[src/sv/pcan_pkg.sv]
// Shared types and constants for the path canonicalizer.
package pcan_pkg;
  localparam int PATH_LEN_DEF  = 64;
  localparam int TOKEN_LEN_DEF = 15;

  localparam logic [7:0] CH_NUL   = 8'h00;
  localparam logic [7:0] CH_SLASH = 8'h2f;
  localparam logic [7:0] CH_DOT   = 8'h2e;
  localparam logic [7:0] CH_SPACE = 8'h20;
  localparam logic [7:0] CH_TAB   = 8'h09;

  localparam logic [1:0] ST_OK      = 2'd0;
  localparam logic [1:0] ST_TOO_LONG = 2'd1;
  localparam logic [1:0] ST_INVALID = 2'd2;

  typedef struct packed {
    logic       action;
    logic [7:0] ch;
  } item_t;

  typedef enum logic [3:0] {
    S_IDLE, S_BCOPY, S_BCOPY_W, S_TCHK, S_APP_SL, S_APP_TOK,
    S_POP, S_POP_W, S_EMIT, S_EMIT_W
  } bstate_t;
endpackage

[src/sv/pcan_if.sv]
// Valid/ready stream interfaces for input items and result items.
interface pcan_in_if;
  logic       valid;
  logic       ready;
  logic       action;
  logic [7:0] ch;
  modport source (output valid, action, ch, input ready);
  modport sink (input valid, action, ch, output ready);
endinterface

interface pcan_out_if;
  logic       valid;
  logic       ready;
  logic [1:0] status;
  logic [7:0] path_char;
  logic       last;
  modport source (output valid, status, path_char, last, input ready);
  modport sink (input valid, status, path_char, last, output ready);
endinterface

[src/sv/path_canonicalizer_top.sv]
// Top level of the path canonicalizer.
// Items are taken into a four-entry queue, one per cycle while it has room; the back end
// processes them one at a time. A plain character is appended to the token. A closing slash
// or NUL checks each token character, then writes the separator where needed and the token
// characters into the work store. A ".." scans back over the work store one character at a
// time, and starting from the base first copies the base into the work store character by
// character. The final NUL passes through a setup state, then streams the path at one result
// per cycle when out_ready stays high.
module path_canonicalizer_top #(
  parameter int PATH_LEN  = pcan_pkg::PATH_LEN_DEF,
  parameter int TOKEN_LEN = pcan_pkg::TOKEN_LEN_DEF
) (
  input  logic       clk,
  input  logic       rst_n,
  input  logic       in_valid,
  output logic       in_ready,
  input  logic       in_action,
  input  logic [7:0] in_ch,
  output logic       out_valid,
  input  logic       out_ready,
  output logic [1:0] out_status,
  output logic [7:0] out_path_char,
  output logic       out_last
);
  import pcan_pkg::*;
  pcan_in_if  in_ch_if ();
  pcan_out_if out_ch_if ();
  logic  q_full, q_push, q_pop, q_empty;
  item_t q_wdata, q_rdata;

  assign in_ch_if.valid = in_valid;
  assign in_ch_if.action = in_action;
  assign in_ch_if.ch = in_ch;
  assign in_ready = in_ch_if.ready;
  assign out_valid = out_ch_if.valid;
  assign out_ch_if.ready = out_ready;
  assign out_status = out_ch_if.status;
  assign out_path_char = out_ch_if.path_char;
  assign out_last = out_ch_if.last;

  pcan_front u_front (.clk, .rst_n, .in_ch(in_ch_if.sink), .q_full, .q_push, .q_wdata);
  pcan_queue u_queue (.clk, .rst_n, .push(q_push), .wdata(q_wdata), .full(q_full),
    .pop(q_pop), .rdata(q_rdata), .empty(q_empty));
  pcan_back #(.PATH_LEN(PATH_LEN), .TOKEN_LEN(TOKEN_LEN)) u_back (
    .clk, .rst_n, .q_empty, .q_rdata, .q_pop, .out_ch(out_ch_if.source));
endmodule

[src/sv/pcan_ram.sv]
// Generic single-write, single-read RAM with registered read data.
module pcan_ram #(
  parameter int WIDTH = 8,
  parameter int DEPTH = 64
) (
  input  logic                     clk,
  input  logic                     we,
  input  logic [$clog2(DEPTH)-1:0] waddr,
  input  logic [WIDTH-1:0]         wdata,
  input  logic [$clog2(DEPTH)-1:0] raddr,
  output logic [WIDTH-1:0]         rdata
);
  logic [WIDTH-1:0] mem [DEPTH];
  always_ff @(posedge clk) begin
    if (we) mem[waddr] <= wdata;
    rdata <= mem[raddr];
  end
endmodule

[src/sv/pcan_queue.sv]
// Short item queue between the front and back ends.
module pcan_queue (
  input  logic                clk,
  input  logic                rst_n,
  input  logic                push,
  input  pcan_pkg::item_t     wdata,
  output logic                full,
  input  logic                pop,
  output pcan_pkg::item_t     rdata,
  output logic                empty
);
  import pcan_pkg::*;
  item_t      q_r [4];
  logic [1:0] wp_r, rp_r;
  logic [2:0] cnt_r;
  assign full  = (cnt_r == 3'd4);
  assign empty = (cnt_r == 3'd0);
  assign rdata = q_r[rp_r];
  always_ff @(posedge clk) begin
    if (push) q_r[wp_r] <= wdata;
    if (!rst_n) begin
      wp_r <= '0; rp_r <= '0; cnt_r <= '0;
    end else begin
      if (push) wp_r <= wp_r + 2'd1;
      if (pop) rp_r <= rp_r + 2'd1;
      cnt_r <= cnt_r + {2'b0, push} - {2'b0, pop};
    end
  end
`ifndef ASSERT_OFF
  a_no_overflow: assert property (@(posedge clk) disable iff (!rst_n) !(push && full && !pop))
    else $error("queue overflow");
  a_no_underflow: assert property (@(posedge clk) disable iff (!rst_n) !(pop && empty))
    else $error("queue underflow");
  a_cnt_range: assert property (@(posedge clk) disable iff (!rst_n) cnt_r <= 3'd4)
    else $error("queue count out of range");
`endif
endmodule

[src/sv/pcan_front.sv]
// Front end: accepts input transfers and feeds the item queue.
module pcan_front (
  input  logic            clk,
  input  logic            rst_n,
  pcan_in_if.sink         in_ch,
  input  logic            q_full,
  output logic            q_push,
  output pcan_pkg::item_t q_wdata
);
  import pcan_pkg::*;
  assign in_ch.ready = !q_full;
  assign q_push = in_ch.valid && !q_full;
  assign q_wdata = '{action: in_ch.action, ch: in_ch.ch};
`ifndef ASSERT_OFF
  a_push_hs: assert property (@(posedge clk) disable iff (!rst_n)
    q_push |-> (in_ch.valid && in_ch.ready))
    else $error("push without transfer");
  a_full_stall: assert property (@(posedge clk) disable iff (!rst_n) q_full |-> !q_push)
    else $error("push while full");
  a_ready_tracks: assert property (@(posedge clk) disable iff (!rst_n)
    in_ch.ready == !q_full)
    else $error("ready mismatch");
`endif
endmodule

[src/sv/pcan_back.sv]
// Back end: builds the canonical path and streams results.
module pcan_back #(
  parameter int PATH_LEN  = pcan_pkg::PATH_LEN_DEF,
  parameter int TOKEN_LEN = pcan_pkg::TOKEN_LEN_DEF
) (
  input  logic            clk,
  input  logic            rst_n,
  input  logic            q_empty,
  input  pcan_pkg::item_t q_rdata,
  output logic            q_pop,
  pcan_out_if.source      out_ch
);
  import pcan_pkg::*;
  localparam int AW = $clog2(PATH_LEN);
  localparam int LW = AW + 1;
  localparam int TW = $clog2(TOKEN_LEN + 1);
  localparam int TAW = $clog2(TOKEN_LEN);

  bstate_t st_r, st_nxt;
  logic [LW-1:0] blen_r, blen_nxt, wlen_r, wlen_nxt, idx_r, idx_nxt;
  logic [TW-1:0] tlen_r, tlen_nxt, tidx_r, tidx_nxt;
  logic [1:0] phase_r, phase_nxt, err_r, err_nxt;
  logic bopen_r, bopen_nxt, bad_r, bad_nxt, fin_r, fin_nxt;
  logic [7:0] t1_r, t1_nxt;
  logic [7:0] tok_r [TOKEN_LEN];
  logic tok_we;
  logic [7:0] tok_wd;

  // token length saved across close (tlen_r is cleared at close)
  logic [TW-1:0] tlen_r_sv, tsv_nxt;

  logic          b_we, w_we;
  logic [AW-1:0] b_wa, b_ra, w_wa, w_ra;
  logic [7:0]    b_wd, b_rd, w_wd, w_rd;

  logic       ov_r, ov_nxt;
  logic [1:0] os_r, os_nxt;
  logic [7:0] oc_r, oc_nxt;
  logic       ol_r, ol_nxt;

  pcan_ram #(.WIDTH(8), .DEPTH(PATH_LEN)) u_base (
    .clk, .we(b_we), .waddr(b_wa), .wdata(b_wd), .raddr(b_ra), .rdata(b_rd));
  pcan_ram #(.WIDTH(8), .DEPTH(PATH_LEN)) u_work (
    .clk, .we(w_we), .waddr(w_wa), .wdata(w_wd), .raddr(w_ra), .rdata(w_rd));

  assign out_ch.valid = ov_r;
  assign out_ch.status = os_r;
  assign out_ch.path_char = oc_r;
  assign out_ch.last = ol_r;
  wire out_free = !ov_r || out_ch.ready;

  always_ff @(posedge clk) begin
    if (tok_we) tok_r[tlen_r[TAW-1:0]] <= tok_wd;
    os_r <= os_nxt; oc_r <= oc_nxt; ol_r <= ol_nxt;
    t1_r <= t1_nxt; idx_r <= idx_nxt; tidx_r <= tidx_nxt;
    bad_r <= bad_nxt; fin_r <= fin_nxt;
    if (!rst_n) begin
      st_r <= S_IDLE; blen_r <= LW'(1); wlen_r <= '0; tlen_r <= '0;
      phase_r <= 2'd0; err_r <= ST_OK; bopen_r <= 1'b0; ov_r <= 1'b0;
    end else begin
      st_r <= st_nxt; blen_r <= blen_nxt; wlen_r <= wlen_nxt; tlen_r <= tlen_nxt;
      phase_r <= phase_nxt; err_r <= err_nxt; bopen_r <= bopen_nxt; ov_r <= ov_nxt;
    end
  end

  // base entry 0 holds '/' implicitly whenever the base was reset to root
  logic broot_r, broot_nxt;
  always_ff @(posedge clk) begin
    if (!rst_n) broot_r <= 1'b1;
    else broot_r <= broot_nxt;
  end

  always_comb begin
    logic [7:0] c;
    logic [7:0] tc;
    c = q_rdata.ch;
    st_nxt = st_r; blen_nxt = blen_r; wlen_nxt = wlen_r; tlen_nxt = tlen_r;
    phase_nxt = phase_r; err_nxt = err_r; bopen_nxt = bopen_r; broot_nxt = broot_r;
    idx_nxt = idx_r; tidx_nxt = tidx_r; t1_nxt = t1_r;
    bad_nxt = bad_r; fin_nxt = fin_r;
    ov_nxt = ov_r && !out_ch.ready; os_nxt = os_r; oc_nxt = oc_r; ol_nxt = ol_r;
    q_pop = 1'b0; tok_we = 1'b0; tok_wd = c;
    b_we = 1'b0; b_wa = '0; b_wd = c; b_ra = idx_r[AW-1:0];
    w_we = 1'b0; w_wa = '0; w_wd = c; w_ra = idx_r[AW-1:0];
    tc = tok_r[tidx_r[TAW-1:0]];
    case (st_r)
      S_IDLE: if (!q_empty) begin
        q_pop = 1'b1;
        if (!q_rdata.action) begin
          if (c == CH_NUL) begin
            if (!bopen_r || blen_r == '0) begin blen_nxt = LW'(1); broot_nxt = 1'b1; end
            bopen_nxt = 1'b0;
          end else begin
            if (!bopen_r) begin
              bopen_nxt = 1'b1; broot_nxt = 1'b0;
              b_we = 1'b1; b_wa = '0; blen_nxt = LW'(1);
            end else if (blen_r < LW'(PATH_LEN - 1)) begin
              b_we = 1'b1; b_wa = blen_r[AW-1:0]; blen_nxt = blen_r + LW'(1);
            end
          end
        end else if (phase_r[1]) begin
          if (c == CH_NUL) begin fin_nxt = 1'b1; st_nxt = S_EMIT; end
        end else if (phase_r == 2'd0) begin
          if (c == CH_SPACE) begin
          end else if (c == CH_SLASH) begin
            phase_nxt = 2'd1; tlen_nxt = '0;
            w_we = 1'b1; w_wa = '0; w_wd = CH_SLASH; wlen_nxt = LW'(1);
          end else begin
            phase_nxt = 2'd1; tlen_nxt = '0;
            // copy base, then reprocess this char
            if (c == CH_NUL) fin_nxt = 1'b1; else fin_nxt = 1'b0;
            t1_nxt = c; idx_nxt = '0; st_nxt = S_BCOPY;
          end
        end else begin
          if (c == CH_SLASH || c == CH_NUL) begin
            fin_nxt = (c == CH_NUL);
            tidx_nxt = '0; bad_nxt = 1'b0; st_nxt = S_TCHK;
          end else if (tlen_r >= TW'(TOKEN_LEN)) begin
            phase_nxt = 2'd2; err_nxt = ST_INVALID;
          end else begin
            tok_we = 1'b1; tlen_nxt = tlen_r + TW'(1);
          end
        end
      end
      S_BCOPY: begin
        if (idx_r == blen_r) begin
          wlen_nxt = blen_r;
          if (fin_r) st_nxt = S_EMIT;
          else if (t1_r == CH_SLASH) begin tidx_nxt = '0; bad_nxt = 1'b0; st_nxt = S_TCHK; end
          else begin
            tok_we = 1'b1; tok_wd = t1_r; tlen_nxt = TW'(1); st_nxt = S_IDLE;
          end
        end else st_nxt = S_BCOPY_W;
      end
      S_BCOPY_W: begin
        w_we = 1'b1; w_wa = idx_r[AW-1:0];
        w_wd = (idx_r == '0 && broot_r) ? CH_SLASH : b_rd;
        idx_nxt = idx_r + LW'(1); st_nxt = S_BCOPY;
      end
      S_TCHK: begin
        if (tlen_r == '0 || (tlen_r == TW'(1) && tok_r[0] == CH_DOT)) begin
          tlen_nxt = '0; st_nxt = fin_r ? S_EMIT : S_IDLE;
        end else if (tlen_r == TW'(2) && tok_r[0] == CH_DOT && tok_r[1] == CH_DOT) begin
          tlen_nxt = '0;
          if (wlen_r <= LW'(1)) begin
            w_we = 1'b1; w_wd = CH_SLASH; wlen_nxt = LW'(1);
            st_nxt = fin_r ? S_EMIT : S_IDLE;
          end else begin
            idx_nxt = wlen_r - LW'(1); st_nxt = S_POP;
          end
        end else if (tidx_r != tlen_r) begin
          if (tc == CH_SLASH || tc == CH_SPACE || tc == CH_TAB) bad_nxt = 1'b1;
          tidx_nxt = tidx_r + TW'(1);
        end else begin
          tlen_nxt = '0;
          if (bad_r) begin
            phase_nxt = 2'd2; err_nxt = ST_INVALID; st_nxt = fin_r ? S_EMIT : S_IDLE;
          end else begin
            idx_nxt = '0; st_nxt = S_APP_SL; w_ra = '0;
          end
        end
      end
      S_APP_SL: begin
        // w_rd holds entry 0; root path has length 1 and '/'
        if (wlen_r == LW'(1) && w_rd == CH_SLASH) begin
          if ((LW+1)'(1) + (LW+1)'(tlen_r_sv) >= (LW+1)'(PATH_LEN)) begin
            phase_nxt = 2'd2; err_nxt = ST_TOO_LONG; st_nxt = fin_r ? S_EMIT : S_IDLE;
          end else begin
            tidx_nxt = '0; st_nxt = S_APP_TOK;
          end
        end else if ((LW+1)'(wlen_r) + (LW+1)'(1) + (LW+1)'(tlen_r_sv)
                     >= (LW+1)'(PATH_LEN)) begin
          phase_nxt = 2'd2; err_nxt = ST_TOO_LONG; st_nxt = fin_r ? S_EMIT : S_IDLE;
        end else begin
          w_we = 1'b1; w_wa = wlen_r[AW-1:0]; w_wd = CH_SLASH;
          wlen_nxt = wlen_r + LW'(1); tidx_nxt = '0; st_nxt = S_APP_TOK;
        end
      end
      S_APP_TOK: begin
        if (tidx_r == tlen_r_sv) st_nxt = fin_r ? S_EMIT : S_IDLE;
        else begin
          w_we = 1'b1; w_wa = wlen_r[AW-1:0]; w_wd = tc;
          wlen_nxt = wlen_r + LW'(1); tidx_nxt = tidx_r + TW'(1);
        end
      end
      S_POP: st_nxt = S_POP_W;
      S_POP_W: begin
        if (idx_r == '0) begin
          w_we = 1'b1; w_wd = CH_SLASH; wlen_nxt = LW'(1);
          st_nxt = fin_r ? S_EMIT : S_IDLE;
        end else if (w_rd == CH_SLASH) begin
          wlen_nxt = idx_r; st_nxt = fin_r ? S_EMIT : S_IDLE;
        end else begin
          idx_nxt = idx_r - LW'(1); st_nxt = S_POP;
        end
      end
      S_EMIT: begin
        idx_nxt = '0; w_ra = '0;
        if (phase_r[1]) begin
          if (out_free) begin
            ov_nxt = 1'b1; os_nxt = err_r; oc_nxt = CH_NUL; ol_nxt = 1'b1;
            phase_nxt = 2'd0; err_nxt = ST_OK; tlen_nxt = '0; wlen_nxt = '0;
            st_nxt = S_IDLE;
          end
        end else begin
          if (wlen_r == '0) begin
            w_we = 1'b1; w_wd = CH_SLASH; wlen_nxt = LW'(1);
          end
          st_nxt = S_EMIT_W;
        end
      end
      S_EMIT_W: if (out_free) begin
        ov_nxt = 1'b1; os_nxt = ST_OK; oc_nxt = w_rd;
        ol_nxt = (idx_r + LW'(1) == wlen_r);
        if (idx_r + LW'(1) == wlen_r) begin
          phase_nxt = 2'd0; err_nxt = ST_OK; tlen_nxt = '0; wlen_nxt = '0;
          st_nxt = S_IDLE;
        end else begin
          idx_nxt = idx_r + LW'(1); w_ra = idx_r[AW-1:0] + AW'(1); st_nxt = S_EMIT_W;
        end
      end
      default: st_nxt = S_IDLE;
    endcase
  end

  assign tsv_nxt = (st_r == S_TCHK) ? tlen_r : tlen_r_sv;
  always_ff @(posedge clk) tlen_r_sv <= tsv_nxt;

`ifndef ASSERT_OFF
  a_wlen_bound: assert property (@(posedge clk) disable iff (!rst_n) wlen_r < LW'(PATH_LEN))
    else $error("work length overflow");
  a_blen_bound: assert property (@(posedge clk) disable iff (!rst_n) blen_r < LW'(PATH_LEN))
    else $error("base length overflow");
  a_pop_idle: assert property (@(posedge clk) disable iff (!rst_n) q_pop |-> st_r == S_IDLE)
    else $error("pop outside idle");
  a_tok_bound: assert property (@(posedge clk) disable iff (!rst_n)
    tlen_r <= TW'(TOKEN_LEN))
    else $error("token length overflow");
`endif
endmodule

[config.mk]
export PLATFORM = sky130hd
export DESIGN_NAME = path_canonicalizer_top
export DESIGN_NICKNAME = d
export VERILOG_FILES = /design/src/sv/pcan_pkg.sv /design/src/sv/pcan_if.sv /design/src/sv/path_canonicalizer_top.sv /design/src/sv/pcan_ram.sv /design/src/sv/pcan_queue.sv /design/src/sv/pcan_front.sv /design/src/sv/pcan_back.sv
export SDC_FILE = /design/constraint.sdc
export NUM_CORES = 2
export LEC_CHECK = 0
export BUFFER_PORTS_ARGS = -buffer_cell sky130_fd_sc_hd__buf_2
export CAP_MARGIN = 5
export CORE_MARGIN = 1
export CORE_UTILIZATION = 45
export CTS_BUF_LIST = sky130_fd_sc_hd__clkbuf_4
export CTS_CLUSTER_SIZE = 30
export DETAILED_ROUTE_END_ITERATION = 10
export PLACE_DENSITY = 0.58
export SLEW_MARGIN = 15
export SYNTH_ARGS = -nofsm -noshare
export SYNTH_HDL_FRONTEND = slang
export SYNTH_SLANG_ARGS = --single-unit
[constraint.sdc]
create_clock -name clk -period 4.8 [get_ports clk]
set_clock_uncertainty 0.2 [all_clocks]
set_input_delay 1.44 -clock clk [delete_from_list [all_inputs] [get_ports clk]]
set_output_delay 1.44 -clock clk [all_outputs]
set_load 0.005 [all_outputs]
* Word level (Yosys, flattened, before mapping) *
Memories as Yosys holds them, arrays and structs flattened. A register that Yosys moved wholly into a read port is not among the register bits.
Index checks and enable logic that the tools add are counted.

word-level totals
  register bits = 72
  memory bits (writable) = 1180
  input bits = 13
  output and inout bits = 13
  logic and storage cells = 438
  memories = 4

memory list
  memory             words  bits a word  read ports  clocked after memory_dff  write ports  RTL line          source
  u_back.u_base.mem  64     8            1           1                         1            pcan_ram.sv:13    logic [WIDTH-1:0] mem [DEPTH];
  u_back.u_work.mem  64     8            1           1                         1            pcan_ram.sv:13
  u_back.tok_r       15     8            3           1                         1            pcan_back.sv:25   logic [7:0] tok_r [TOKEN_LEN];
  u_queue.q_r        4      9            1           1                         1            pcan_queue.sv:13  item_t q_r [4];

cells by class
  add/sub/neg operators = 15
  $lt $le $gt $ge = 5
  equal/unequal tests = 85
  multiplexer cells = 254
  bitwise gates (word level) = 5
  reduce and logical (&&, ||, !) cells = 48

operators by type and width
  cell                                                                     number
  7-bit two-way mux                                                        39
  4-bit two-way mux                                                        58
  8-bit two-way mux                                                        23
  6-bit two-way mux                                                        15
  1-bit two-way mux                                                        69
  2-bit two-way mux                                                        33
  8-bit by 6-bit == test with 1-bit output, second input constant          8
  7-bit one-hot mux with 8 select lines                                    1
  8-bit one-hot mux with 7 select lines                                    1
  15-bit AND reduction                                                     3
  7-bit one-hot mux with 6 select lines                                    1
  2-bit inequality test, second input constant                             20
  4-bit one-hot mux with 10 select lines                                   1
  4-bit one-hot mux with 5 select lines                                    2
  6-bit one-hot mux with 3 select lines                                    2
  2-bit by 1-bit inequality test with 1-bit output, second input constant  17
  17-bit AND reduction                                                     2
  3-bit inequality test, second input constant                             8
  7-bit by 1-bit adder with 7-bit output, second input constant            3
  7-bit logical NOT                                                        3
  2-bit one-hot mux with 5 select lines                                    2
  19-bit AND reduction                                                     1
  3-bit by 2-bit inequality test with 1-bit output, second input constant  6
  4-bit by 3-bit == test with 1-bit output, second input constant          4
  51 further kinds                                                         90

* Depth between registers and ports, before layout *
  depth after elaboration = 10
  depth in mapped cells = 19
  mapped depth without buffers = 13

* Modules after synthesis *
A second synthesis with hierarchy kept.

second synthesis, totals
  cell total of the unflattened synthesis = 2917
  area total of the unflattened synthesis = 52624.2 um2

modules (own cells, without submodules)
  module      instances  cells an instance  area an instance (um2)  sequential area each (um2)
  pcan_ram    2          972                20190.6                 15534.9
  pcan_back   1          872                10422.5                 5585.4
  pcan_queue  1          90                 1742.9                  1261.2
  pcan_front  1          11                 77.6                    0.0

* Worst setup path before layout *
No wires, ideal clock.

  path kind = register to register
  start = reg with a tool-made name
  end = mem u_back.u_work.mem[0][5] (data pin)
  library setup time = 598 ps
  data arrival time = 3498 ps
  required time = 4002 ps
  path slack = 503 ps
  stages on the path, launching flop included = 8
  path buffers = 3
  clock period less this slack = 4297 ps
  cell sequence = dfxtp_1 > clkbuf_1 > buf_2 > buf_1 > mux4_2 > mux4_2 > a22oi_1 > nand3b_1

RTL lines
  what           RTL line
  end, declared  pcan_ram.sv:13

* Worst setup path in the final report *
  start = reg u_back.wlen_r[1]
  end = mem u_back.u_work.mem[43][4] (enable)

on the way
  word-level cells in the longest chain between the ends = 8
  elaborated cells on any way between the ends = 21
  classes of those cells = add/sub: 2; order compare: 2; eq/ne: 1; mux: 14; reduce/logical: 2

ends and longest elaborated chain
  what                                                          RTL line          source
  start, declared                                               pcan_back.sv:20   logic [LW-1:0] blen_r, blen_nxt, wlen_r, wlen_nxt, idx_r, idx_nxt;
  start signal, assigned                                        pcan_back.sv:61   st_r <= st_nxt; blen_r <= blen_nxt; wlen_r <= wlen_nxt; tlen_r <= tlen_nxt;
  7-bit by 1-bit adder with 8-bit output                        pcan_back.sv:171  end else if ((LW+1)'(wlen_r) + (LW+1)'(1) + (LW+1)'(tlen_r_sv)
  8-bit by 4-bit adder with 8-bit output                        pcan_back.sv:171
  8-bit by 7-bit greater-or-equal comparator with 1-bit output  pcan_back.sv:172  >= (LW+1)'(PATH_LEN)) begin
  1-bit two-way mux                                             pcan_back.sv:171
  1-bit two-way mux                                             pcan_back.sv:165  if (wlen_r == LW'(1) && w_rd == CH_SLASH) begin
  1-bit one-hot mux with 7 select lines                         pcan_back.sv:86   case (st_r)
  1-bit two-way mux                                             pcan_ram.sv:15    if (we) mem[waddr] <= wdata;
  1-bit two-way mux (implied by the code)                       pcan_ram.sv:15

Parallel ways exist; a longest one is shown, timed or not.

==> summary.md <==
| Metric | Value |
|---|---|
| Overall power | 36330 uW |
| Max-cap violations | 0 |
| Worst setup path startpoint | u_back.wlen_r[1] |
| Initial DRC Count | 3449 |
| Sequential fraction of the synthesis area | 72.62% |
| Worst slew pin tran | 0.9439 ns |
| Clock Path Buffers | 4 |
| Hold Path Class | primary input to flop |
| Nets | 3615 |
| Pleak | 0.01981 uW |
| Grt total ovfl | 0 |
| Post-route insts no fill | 5319 |
| Clock Sinks | 1282 |
| Worst hold stages | 1 |
| CP Capture Type | flop |
| R2R Path End | u_back.u_work.mem[43][4] |
| Dpl cell area | 55280 um^2 |
| Failing checks | DRC |
| Largest delay share family, worst path | simple AND/OR/NAND/NOR gates |
| H-tree Lvls | 5 |
| Vias in the first global route | 31274 |
| Worst-Skew Late Latency | 1.27 ns |
| Initial Util | 45.54% |
| CTS tree | built |
| Drt wl/cell | 25.57 um |
| Vias per cell | 5.805 |
| Drc violations | 9 |
| Critical path class | flop to flop |
| CP arrival | 5.26 ns |
| Die area | 117400 um^2 |
| Port Buffers | 25 |
| Final Wtd Congestion | 0.9052 |
| Total track usage | 23.41% |
| Core area | 114700 um^2 |
| Number of synthesized flops with an enable pin | 1224 |
| Largest net degree at the start of global routing | 133 |
| Slowest-stage cell, CP | dfxtp_1 |
| I/O pins | 26 |
| Clock-pin slew on the worst setup and hold paths | 0.07 ns |
| Final Critical Period | 4.602 ns |
| Drt total wl | 136.0 mm |
| Root Buffer | clkbuf_4 |
| Die span in y | 342.6 um |
| Slew margin rel. | 37.08% |
| Synth Area per Inst | 16.46 um^2 |
| Status | finished with violations |
| Antenna violations before repair | 11 |
| Standard-cell rows | 124 |
| Maximum VDD drop | 0.0004748 V |
| Warning count from the yosys run | 0 |
| Worst R2R Start | u_back.wlen_r[1] |
| Most used DFF post-synth | edfxtp_1 |
| Critical Path RT | 5.46 ns |
| RSZ-0062 raised after global routing | no |
| Placed Cells | 4745 |
| Final HPWL DP | 85.38 mm |
| Cell Area, Synth | 52210 um^2 |
| Global-route wire length before repair | 201.2 mm |
| Critical-path maximum fanout | 12 |
| Area contributors post-synth | edfxtp_1 (70%), mux4_2 (9.4%), nor2_1 (2.2%) |
| FF-to-FF setup slack | 0.20 ns |
| Synth cell count leaders | edfxtp_1 (1224), nor2_1 (310), nand2_1 (309) |
| Worst Setup Start Kind | flop |
| Num CTS Buffers | 343 |
| Final instance area | 59380 um^2 |
| Vias | 30876 |
| DR pass1 iterations | 9 |
| Yosys reg bits | 1282 |
| Crit path depth | 14 |
| Post-DRT Antenna Nets | 0 |
| Bufs and invs on worst path | 2 |
| Power per Cell Area | 611.9 nW/um^2 |
| CP endpoint | u_back.u_work.mem[43][4] |
| # Post-CTS Setup Buffers | 0 |
| Syn Inst Count | 3172 |
| Worst Reg-to-Reg Cells | 14 |
| Setup TNS | 0 ns |
| Post-synth ARST share | 0% |
| Final setup viols | 0 |
| Yosys top cell area share | 70.39% |
| Die width | 342.6 um |
| Share of post-route cells with drive strength above 1 | 26.77% |
| Final Hold Vio Count | 0 |
| Synth area leader | edfxtp_1 |
| Fmax | 217.3 MHz |
| Layout area overhead | 13.72% |
| Worst path cell trace | ha_1, nor2b_1, o21ai_0, nand2b_1, a21oi_1, o21bai_1, nor2_1, a21o_1, nand2_1, o21ai_0, nand2_1, buf_4, nor2_1, buf_4 |
| Fin crit share | 95.88% |
| Slowest stage delay, CP | 0.57 ns |
| Count leader, synth | edfxtp_1 |
| Synth cell types | 82 |
| Count of final max-slew check failures | 0 |
[worst min-delay path by stage]
stage / from / to / slack (ns)
floorplan: u_back.err_r[1] / u_back.err_r[1] / 0.23
global placement: u_back.err_r[1] / u_back.err_r[1] / 0.26
detailed placement: u_back.err_r[1] / u_back.err_r[1] / 0.26
CTS: in_action / u_queue.q_r[3][8] / 0.08
global route: in_action / u_queue.q_r[2][8] / 0.12
finish: in_ch[7] / u_queue.q_r[2][7] / 0.25
[cell usage in the layout (no fill, tap or decap), types with 25 or more instances in the layout]
cell type / count
nand2_1: 309
edfxtp_1: 1224
dfxtp_1: 57
a32oi_1: 30
o21ai_0: 112
inv_1: 25
buf_2: 25
a21oi_1: 69
nand3_1: 80
nor2_1: 293
mux4_2: 217
mux2i_1: 88
nor3_1: 34
clkinv_1: 70
buf_4: 193
clkbuf_4: 479
[per-layer routing]
metal	vias to the layer above	part of all wire [%]	global-route usage [%]
met5	-	0.010	0
met4	2	1.7	6.417
met3	186	8.0	5.064
met2	1413	47	36.27
met1	15696	43	33.57
li1	13579	-	-
[cell type report]
cell class | instances | area (um^2)
clock buffer | 479 | 3596
inverter | 31 | 120.1
multi-input combinational | 1685 | 13470
fill | 9473 | 55280
antenna | 8 | 20.02
tap | 1512 | 1892
clock inverter | 87 | 449.2
sequential | 1282 | 37920
timing repair buffer | 235 | 1914
[state kept, by name, indices dropped and copies added, names as in the netlist, 3 cells and up, named ones only]
register	count
u_back.tlen_r_sv	4
u_back.tok_r	128
u_back.blen_r	7
u_back.u_base.mem	512
u_back.out_ch.path_char	8
u_back.idx_r	7
u_back.tidx_r	4
u_back.u_work.rdata	8
u_back.u_base.rdata	8
u_back.wlen_r	7
u_back.st_r	4
u_queue.cnt_r	3
u_back.tlen_r	4
u_back.u_work.mem	512
u_back.t1_r	8
u_queue.q_r	36
[worst reg2reg max path, delay by kind of cell (launching register included)]
| family | cells | cell delay, ns |
|---|---|---|
| flops | 1 | 0.57 |
| fa+ha+maj | 1 | 0.31 |
| compound gates | 5 | 1.31 |
| buf+inv | 2 | 0.54 |
| simple gates | 6 | 1.33 |
[what timing repair did]
| action | CTS | global route |
|---|---|---|
| endpoints found under the setup margin | 0 | 102 |
| hold buffers | 0 | 0 |
| gates resized for setup | 0 | 13 |
[kinds of logic after synthesis]
| kind of cell | count (synthesis) | share of synthesized area (%) |
|---|---|---|
| AND/OR/NAND/NOR | 862 | 7.213 |
| multiplexers | 320 | 11.37 |
| adder cells (fa/ha/maj) | 24 | 0.5895 |
| flip-flops | 1282 | 72.62 |
| other | 1 | 0.007182 |
| XOR/XNOR | 37 | 0.6206 |
| buffers and inverters | 212 | 1.785 |
| AO/OA/AOI/OAI | 434 | 5.797 |
[through the flow]
stage	utilization, %	setup slack (ns)	hold WS [ns]
5_1_grt	51.78	0.01113	0.1195
6_report	51.79	0.1977	0.2465
2_1_floorplan	-	0.5034	0.2273
3_3_place_gp	48.21	0.1582	0.2598
3_5_place_dp	48.21	0.1116	0.2554
4_1_cts	51.74	0.1175	0.07880
[where the power goes]
| part | switching, uW | internal [uW] | total [uW] |
|---|---|---|---|
| Combinational | 8330 | 4330 | 12700 |
| Clock | 4250 | 4780 | 9030 |
| Sequential | 320 | 14300 | 14600 |
Note: power is estimated with default switching activity, not from simulation.
